File: config.mk
export PLATFORM = sky130hd
export DESIGN_NAME = mac_address_text_parser_top
export DESIGN_NICKNAME = d
export VERILOG_FILES = /design/src/rtl/core/mtp_pkg.sv /design/src/rtl/core/mac_address_text_parser_top.sv /design/src/rtl/core/mtp_step.sv /design/src/rtl/core/mtp_out_reg.sv
export VERILOG_INCLUDE_DIRS = /design/src /design/src/rtl/core
export SDC_FILE = /design/constraint.sdc
export NUM_CORES = 1
export LEC_CHECK = 0
export BUFFER_PORTS_ARGS = -buffer_cell sky130_fd_sc_hd__buf_4
export CORE_MARGIN = 5
export CORE_UTILIZATION = 55
export DETAILED_ROUTE_END_ITERATION = 12
export GPL_TIMING_DRIVEN = 1
export PLACE_DENSITY = 0.72
export SETUP_SLACK_MARGIN = 0.3
export SLEW_MARGIN = 20
export SYNTH_ARGS = -nofsm -noshare
export SYNTH_HDL_FRONTEND = slang
export SYNTH_SLANG_ARGS = --single-unit
File: constraint.sdc
create_clock -name clk -period 6.8 [get_ports clk]
set_input_delay 1.36 -clock clk [delete_from_list [all_inputs] [get_ports clk]]
set_output_delay 1.36 -clock clk [all_outputs]
set_load 0.01 [all_outputs]
File: src/rtl/core/mac_address_text_parser_top_assert.svh
// Assertion macros for the MAC address text parser.
// Each macro expects clk and rst_n to be visible where it is used.
`ifndef MAC_ADDRESS_TEXT_PARSER_TOP_ASSERT_SVH
`define MAC_ADDRESS_TEXT_PARSER_TOP_ASSERT_SVH

// The consequent must hold in the same cycle as the antecedent.
`define MTP_ASSERT_IMP(label, ante, cons) \
    label: assert property (@(posedge clk) disable iff (!rst_n) (ante) |-> (cons)) \
        else $error("parser check failed");

// The consequent must hold in the cycle after the antecedent.
`define MTP_ASSERT_NXT(label, ante, cons) \
    label: assert property (@(posedge clk) disable iff (!rst_n) (ante) |=> (cons)) \
        else $error("parser check failed");

`endif

File: src/rtl/core/mtp_pkg.sv
package mtp_pkg;

    localparam int ADDR_W = 48;
    localparam int CHAR_W = 8;
    localparam int ACC_W  = 9;
    localparam int CNT_W  = 3;
    localparam int ERR_W  = 3;

    localparam logic [CNT_W-1:0] OCTETS_PER_ADDR = 3'd6;
    localparam logic [ACC_W-1:0] OCTET_MAX       = 9'h0ff;
    localparam logic [ACC_W-1:0] OCTET_SAT       = 9'h100;

    // Delimiter characters.
    localparam logic [CHAR_W-1:0] CH_DASH  = 8'h2d;
    localparam logic [CHAR_W-1:0] CH_COLON = 8'h3a;
    localparam logic [CHAR_W-1:0] CH_DOT   = 8'h2e;

    // Reported error codes, in order of precedence after success.
    typedef enum logic [ERR_W-1:0] {
        ERR_NONE     = 3'd0,
        ERR_BAD_CHAR = 3'd1,
        ERR_TOO_MANY = 3'd2,
        ERR_OVER     = 3'd3,
        ERR_TOO_FEW  = 3'd4
    } err_code_t;

    // First octet error recorded during a string.
    typedef enum logic [1:0] {
        PE_NONE     = 2'd0,
        PE_TOO_MANY = 2'd1,
        PE_OVER     = 2'd2
    } parse_err_t;

    typedef struct packed {
        logic [ADDR_W-1:0] store;
        logic [CNT_W-1:0]  count;
        logic              in_token;
        logic [ACC_W-1:0]  accum;
        parse_err_t        perr;
        logic              bad;
    } parse_state_t;

    typedef struct packed {
        logic [ADDR_W-1:0] address;
        err_code_t         error_code;
        logic              multicast;
        logic              local_admin;
        logic              broadcast;
    } result_t;

    localparam parse_state_t STATE_RESET = '{
        store:    '0,
        count:    '0,
        in_token: 1'b0,
        accum:    '0,
        perr:     PE_NONE,
        bad:      1'b0
    };

    // Ends an open run of digits: the octet is checked and stored.
    function automatic parse_state_t close_token(parse_state_t s);
        parse_state_t n;
        n = s;
        if (s.in_token)
        begin
            n.in_token = 1'b0;
            if (s.perr == PE_NONE)
            begin
                if (s.accum > OCTET_MAX)
                begin
                    n.perr = PE_OVER;
                end
                else if (s.count < OCTETS_PER_ADDR)
                begin
                    n.store = {s.store[ADDR_W-9:0], s.accum[7:0]};
                    n.count = s.count + 3'd1;
                end
            end
        end
        return n;
    endfunction

endpackage

File: src/rtl/core/mac_address_text_parser_top.sv
// Channel  | Direction | Handshake                 | Word
// ---------+-----------+---------------------------+---------------------------------
// char     | in        | char_valid / char_stall   | character, final_char
// result   | out       | result_valid / result_stall | address, error_code, flags
//
// One character word is taken every cycle while char_stall is low; the result word
// is loaded into the result register when the marked final character moves on from
// the input register. The rate is set by the combinational parse step between the
// input register and the parse state registers.
// Reset is asynchronous and active low; it clears all control and parse state.
// char_stall rises only while a final character waits behind a stalled result word.
`include "mac_address_text_parser_top_assert.svh"

module mac_address_text_parser_top
(
    input  logic        clk,
    input  logic        rst_n,
    input  logic        char_valid,
    output logic        char_stall,
    input  logic [7:0]  character,
    input  logic        final_char,
    output logic        result_valid,
    input  logic        result_stall,
    output logic [47:0] address,
    output logic [2:0]  error_code,
    output logic        multicast,
    output logic        local_admin,
    output logic        broadcast
);
    import mtp_pkg::*;

    logic              hold_valid_reg;
    logic              hold_valid_next;
    logic [CHAR_W-1:0] hold_char_reg;
    logic              hold_final_reg;
    parse_state_t      state_reg;
    parse_state_t      state_next;
    result_t           step_result;
    logic              out_free;
    logic              advance;
    logic              accept;

    // A held word moves on unless it is final and the result register cannot take it.
    assign advance    = hold_valid_reg && (!hold_final_reg || out_free);
    assign char_stall = hold_valid_reg && !advance;
    assign accept     = char_valid && !char_stall;

    always_comb
    begin
        if (accept)
        begin
            hold_valid_next = 1'b1;
        end
        else if (advance)
        begin
            hold_valid_next = 1'b0;
        end
        else
        begin
            hold_valid_next = hold_valid_reg;
        end
    end

    // Input register and parse state.
    always_ff @(posedge clk or negedge rst_n)
    begin
        if (!rst_n)
        begin
            hold_valid_reg <= 1'b0;
            state_reg      <= STATE_RESET;
        end
        else
        begin
            hold_valid_reg <= hold_valid_next;
            if (advance)
            begin
                state_reg <= state_next;
            end
        end
    end

    always_ff @(posedge clk)
    begin
        if (accept)
        begin
            hold_char_reg  <= character;
            hold_final_reg <= final_char;
        end
    end

    // Parse step for the held character.
    mtp_step u_step
    (
        .state_q    (state_reg),
        .character  (hold_char_reg),
        .final_char (hold_final_reg),
        .state_next (state_next),
        .result     (step_result)
    );

    // Result register.
    mtp_out_reg u_out
    (
        .clk          (clk),
        .rst_n        (rst_n),
        .load         (advance && hold_final_reg),
        .load_data    (step_result),
        .free         (out_free),
        .result_valid (result_valid),
        .result_stall (result_stall),
        .address      (address),
        .error_code   (error_code),
        .multicast    (multicast),
        .local_admin  (local_admin),
        .broadcast    (broadcast)
    );

    // Checks on the parse logic.
    `MTP_ASSERT_IMP(a_err_zero_addr, result_valid && error_code != ERR_NONE, address == '0)
    `MTP_ASSERT_IMP(a_count_range, 1'b1, state_reg.count <= OCTETS_PER_ADDR)
    `MTP_ASSERT_NXT(a_final_gives_result, advance && hold_final_reg, result_valid)
    `MTP_ASSERT_NXT(a_final_clears_state, advance && hold_final_reg, state_reg == STATE_RESET)

endmodule

File: src/rtl/core/mtp_step.sv
module mtp_step
(
    input  mtp_pkg::parse_state_t  state_q,
    input  logic [7:0]             character,
    input  logic                   final_char,
    output mtp_pkg::parse_state_t  state_next,
    output mtp_pkg::result_t       result
);
    import mtp_pkg::*;

    logic         is_hex;
    logic         is_delim;
    logic [3:0]   digit_val;
    parse_state_t after_char;
    parse_state_t closed;
    err_code_t    code;
    logic [ADDR_W-1:0] addr;

    // Classify the character and work out its digit value.
    always_comb
    begin
        is_hex    = 1'b1;
        digit_val = 4'd0;
        if (character inside {[8'h30:8'h39]})
        begin
            digit_val = character[3:0];
        end
        else if (character inside {[8'h61:8'h66], [8'h41:8'h46]})
        begin
            digit_val = character[3:0] + 4'd9;
        end
        else
        begin
            is_hex = 1'b0;
        end
        is_delim = (character == CH_DASH) || (character == CH_COLON)
                   || (character == CH_DOT);
    end

    // Apply the character to the parse state.
    always_comb
    begin
        after_char = state_q;
        if (is_hex)
        begin
            if (!state_q.in_token)
            begin
                after_char.in_token = 1'b1;
                after_char.accum    = {5'd0, digit_val};
                if (state_q.perr == PE_NONE && state_q.count >= OCTETS_PER_ADDR)
                begin
                    after_char.perr = PE_TOO_MANY;
                end
            end
            else if (state_q.accum[ACC_W-1:4] != '0)
            begin
                // A further digit pushes the value beyond 0xff.
                after_char.accum = OCTET_SAT;
            end
            else
            begin
                after_char.accum = {1'b0, state_q.accum[3:0], digit_val};
            end
        end
        else if (is_delim)
        begin
            after_char = close_token(state_q);
        end
        else
        begin
            after_char.bad = 1'b1;
        end
    end

    // Close the last run and grade the string.
    always_comb
    begin
        closed = close_token(after_char);
        if (closed.bad)
        begin
            code = ERR_BAD_CHAR;
        end
        else if (closed.perr == PE_TOO_MANY)
        begin
            code = ERR_TOO_MANY;
        end
        else if (closed.perr != PE_NONE)
        begin
            code = ERR_OVER;
        end
        else if (closed.count != OCTETS_PER_ADDR)
        begin
            code = ERR_TOO_FEW;
        end
        else
        begin
            code = ERR_NONE;
        end
        addr = (code == ERR_NONE) ? closed.store : '0;
    end

    // The state starts afresh after the last character of a string.
    always_comb
    begin
        state_next         = final_char ? STATE_RESET : after_char;
        result.address     = addr;
        result.error_code  = code;
        result.multicast   = addr[ADDR_W-8];
        result.local_admin = addr[ADDR_W-7];
        result.broadcast   = (addr == {ADDR_W{1'b1}});
    end

endmodule

File: src/rtl/core/mtp_out_reg.sv
module mtp_out_reg
(
    input  logic                       clk,
    input  logic                       rst_n,
    input  logic                       load,
    input  mtp_pkg::result_t           load_data,
    output logic                       free,
    output logic                       result_valid,
    input  logic                       result_stall,
    output logic [47:0]                address,
    output logic [2:0]                 error_code,
    output logic                       multicast,
    output logic                       local_admin,
    output logic                       broadcast
);
    import mtp_pkg::*;

    logic    valid_reg;
    logic    valid_next;
    result_t data_reg;

    // The register can take a new word when empty or being emptied.
    assign free = !valid_reg || !result_stall;

    always_comb
    begin
        if (load)
        begin
            valid_next = 1'b1;
        end
        else if (!result_stall)
        begin
            valid_next = 1'b0;
        end
        else
        begin
            valid_next = valid_reg;
        end
    end

    always_ff @(posedge clk or negedge rst_n)
    begin
        if (!rst_n)
        begin
            valid_reg <= 1'b0;
        end
        else
        begin
            valid_reg <= valid_next;
        end
    end

    // Payload needs no reset.
    always_ff @(posedge clk)
    begin
        if (load)
        begin
            data_reg <= load_data;
        end
    end

    assign result_valid = valid_reg;
    assign address      = data_reg.address;
    assign error_code   = data_reg.error_code;
    assign multicast    = data_reg.multicast;
    assign local_admin  = data_reg.local_admin;
    assign broadcast    = data_reg.broadcast;

endmodule
==> results_dict.tcl <==
set metrics [dict create \
    status "complete, no violations" \
    detailedRoute.firstIterationViolations 437 \
    worstReg2RegStart "hold_char_reg[0]" \
    start_util 0.562 \
    switching_share 0.223 \
    clockBufferDepth 2 \
    pwr-share-comb 0.064 \
    worstRegToRegCells 15 \
    finalCritPeriodShare 0.621 \
    setup_viol 0 \
    clk_pin_slew_ps 60 \
    setup_ws_ps 2580 \
    dieArea_mm2 0.0133 \
    hold_buffers 0 \
    required_ps 7050 \
    synth_compound_area_frac 0.161 \
    synth_fa_ha_area_frac 0.0123 \
    arrival_ps 4470 \
    grt_first_pass_wirelength_um 23100 \
    place_ws_ps 2620 \
    skew_ps 9.82 \
    syn_inst 540 \
    synth_xor_area_frac 0.00288 \
    nNetsFinal 620 \
    drc 0 \
    die_w_um 115 \
    cts_resized 0 \
    cts_max_level 4 \
    synth_top_family_by_area "compound AO/OA/AOI/OAI gates" \
    grt_use_total 0.223 \
    seq_power_share 0.446 \
    insertedDiodeCount 0 \
    gr-total-overflow 0 \
    r2r-end "u_out.address[25]" \
    die_h_um 115 \
    antenna_found_initial 0 \
    slowest_stage "a211o_1" \
    worst_slew_pin_slew_ps 918 \
    cp_cell_sequence "inv_1, ha_1, nor2b_1, a211oi_2, o21ba_2, nand3_1, xnor2_1, ha_1, nor2_1, o2111ai_1, nand2_1, nand4_1, a211o_1, buf_4, nor2_1" \
    synth_mux_area_frac 0.0764 \
    finalMaxSlewViolations 0 \
    ff2ff_setup_slack_ps 2580 \
    p_leak_nw 2.92 \
    ys_seq_area_frac 0.572 \
    avgViaCountPerCell 6.14 \
    row_count 38 \
    ys_ff_latch 127 \
    setup-tns-final_ps 0 \
    avgSynthCellArea_um2 11.3 \
    power_frac_clock 0.490 \
    critPathMaxStageDelay_ps 620 \
    dr.pass1.iters 5 \
    power.internal_mw 1.46 \
    fmax_mhz 237 \
    end_kind "flip-flop" \
    syn_to_final_growth_pct 19.8 \
    ys_types 59 \
    slew_headroom 0.388 \
    p_per_area_mw_per_mm2 258 \
    clock_sinks 127 \
    synthArstFlopShare 0.520 \
    clock_latency_ps 510 \
    synth_flop_cell "dfrtp_1" \
    hp-start "u_out.result_valid" \
    wire_per_inst_um 18.7 \
    hp-class "reg2reg" \
    cts-root-buf "clkbuf_8" \
    place_hpwl_um 9210 \
    finalWirelength_um 14100 \
    grt_start_max_net_pins 67 \
    largest_reg_flops 64 \
    worstSetupPathType "reg2reg" \
    drv_cap 0 \
    drtAntennaViolNets 0 \
    syn_area_mm2 0.00609 \
    grt_pass1_vias 4413 \
    io_pins 69 \
    utilization 0.673 \
    gp_congestion 0.874 \
    cts_setup_buffers 0 \
    via_count 4630 \
    cp_num_buf_inv 2 \
    synth-simple-area-share 0.145 \
    hold_end "u_out.result_valid" \
    hold_viol 0 \
    layout-drive-gt1-share 0.202 \
    crit_fanout 30 \
    cp_top_family "compound AO/OA/AOI/OAI gates" \
    numCtsBuffers 17 \
    crit_path_start_kind "flip-flop" \
    synth-edff-count 61 \
    yosysWarnings 0 \
    holdPathStages 2 \
    cts_tree "done" \
    ir_drop_mv 0.202 \
    core_mm2 0.0108 \
    switchingPower_mw 0.420 \
    synth.net_count 559 \
    fin_crit_ps 4220 \
    rsz0062_at_grt "false" \
    portBuffers 68 \
]
-- cell type report --
class                      count  area [um^2]
clock buffer                  18          418
clock inverter                14          191
fill                         824         3550
inverter                       7         27.5
multi-input combinational    373         2430
sequential                   127         3480
tap                          140          175
timing repair buffer          75          563
-- worst reg2reg max path, stage by stage (launching register included) --
cell and delay (ps):
edfxtp_1 460, inv_1 130, ha_1 240, nor2b_1 140
a211oi_2 260, o21ba_2 390, nand3_1 180, xnor2_1 280
ha_1 250, nor2_1 60, o2111ai_1 210, nand2_1 70
nand4_1 120, a211o_1 620, buf_4 440, nor2_1 110
-- routing by layer --
layer  share of wire  GRT usage
met4           0.016     0.0814
met2            0.50      0.363
met3           0.065     0.0479
met1            0.42      0.297
met5               0          0
-- stage by stage --
stage	total power [mW]	instance area (um^2)	cells	hold slack, ps
after global placement	0.972	6680	722	502
after floorplan	0.924	6090	540	487
final	1.88	7290	754	524
after detailed placement	0.975	6680	722	508
after CTS	1.89	7290	754	523
after global routing	1.95	7290	754	559
-- cell usage in the layout, fill, tap and decap left out, types with 3 or more instances in the layout --
cell	count
buf_4	75
dfrtp_1	66
nor2_1	63
edfxtp_1	61
nand2_1	55
mux2i_1	42
o21ai_0	34
a22o_1	33
a22oi_1	21
clkbuf_16	16
nand4_1	12
a21oi_1	11
nand3_1	10
nand2b_1	8
and2_1	7
inv_1	6
ha_1	6
and3_1	5
a311oi_1	4
nor3_1	4
mux2_2	4
nor2b_1	4
clkinv_2	4
bufinv_16	4
clkinvlp_4	4
a211oi_1	3
o21a_1	3
a31oi_1	3
nor4_1	3
-- cell usage after synthesis (all sizes together) (3+ instances only) --
cell type	instances	area [um^2]
a211oi	4	35.0
o21a	3	22.5
a22o	33	289
inv	7	26.3
o21ai	37	189
nor4	4	31.3
nor2	65	246
clkbuf	21	78.8
and2	7	43.8
nand2b	8	50.1
nor2b	4	25.0
a31oi	3	18.8
mux2i	42	420
nor3	5	30.0
a22oi	21	158
and3	5	31.3
mux2	4	45.0
a21oi	11	55.1
nand3	10	50.1
ha	6	75.1
buf	12	76.3
dfrtp	66	1650
a311oi	4	35.0
edfxtp	61	1830
nand2	55	206
nand4	12	75.1
-- worst max path at each step --
| stage | to | depth (start not counted) | from |
|---|---|---|---|
| 5_1_grt | u_out.address[25] | 15 | hold_char_reg[0] |
| 3_5_place_dp | u_out.address[25] | 15 | hold_char_reg[0] |
| 4_1_cts | u_out.address[25] | 15 | hold_char_reg[0] |
| 6_report | u_out.address[25] | 15 | hold_char_reg[0] |
| 3_3_place_gp | u_out.address[32] | 15 | hold_char_reg[0] |
| 2_1_floorplan | u_out.broadcast | 17 | hold_char_reg[0] |
-- kinds of logic after synthesis --
group | Yosys count
compound gates | 135
flops | 127
mux | 46
buf+inv | 40
xor+xnor | 2
simple gates | 184
fa+ha+maj | 6
-- power by group through the flow --
stage	Clock, mW	Sequential, mW	Combinational (mW)
6_report	0.925	0.840	0.121
5_1_grt	0.974	0.842	0.131
4_1_cts	0.933	0.840	0.121
3_5_place_dp	0	0.854	0.121
3_3_place_gp	0	0.853	0.119
2_1_floorplan	0	0.854	0.0702
Power figures use the tool's default switching activity.
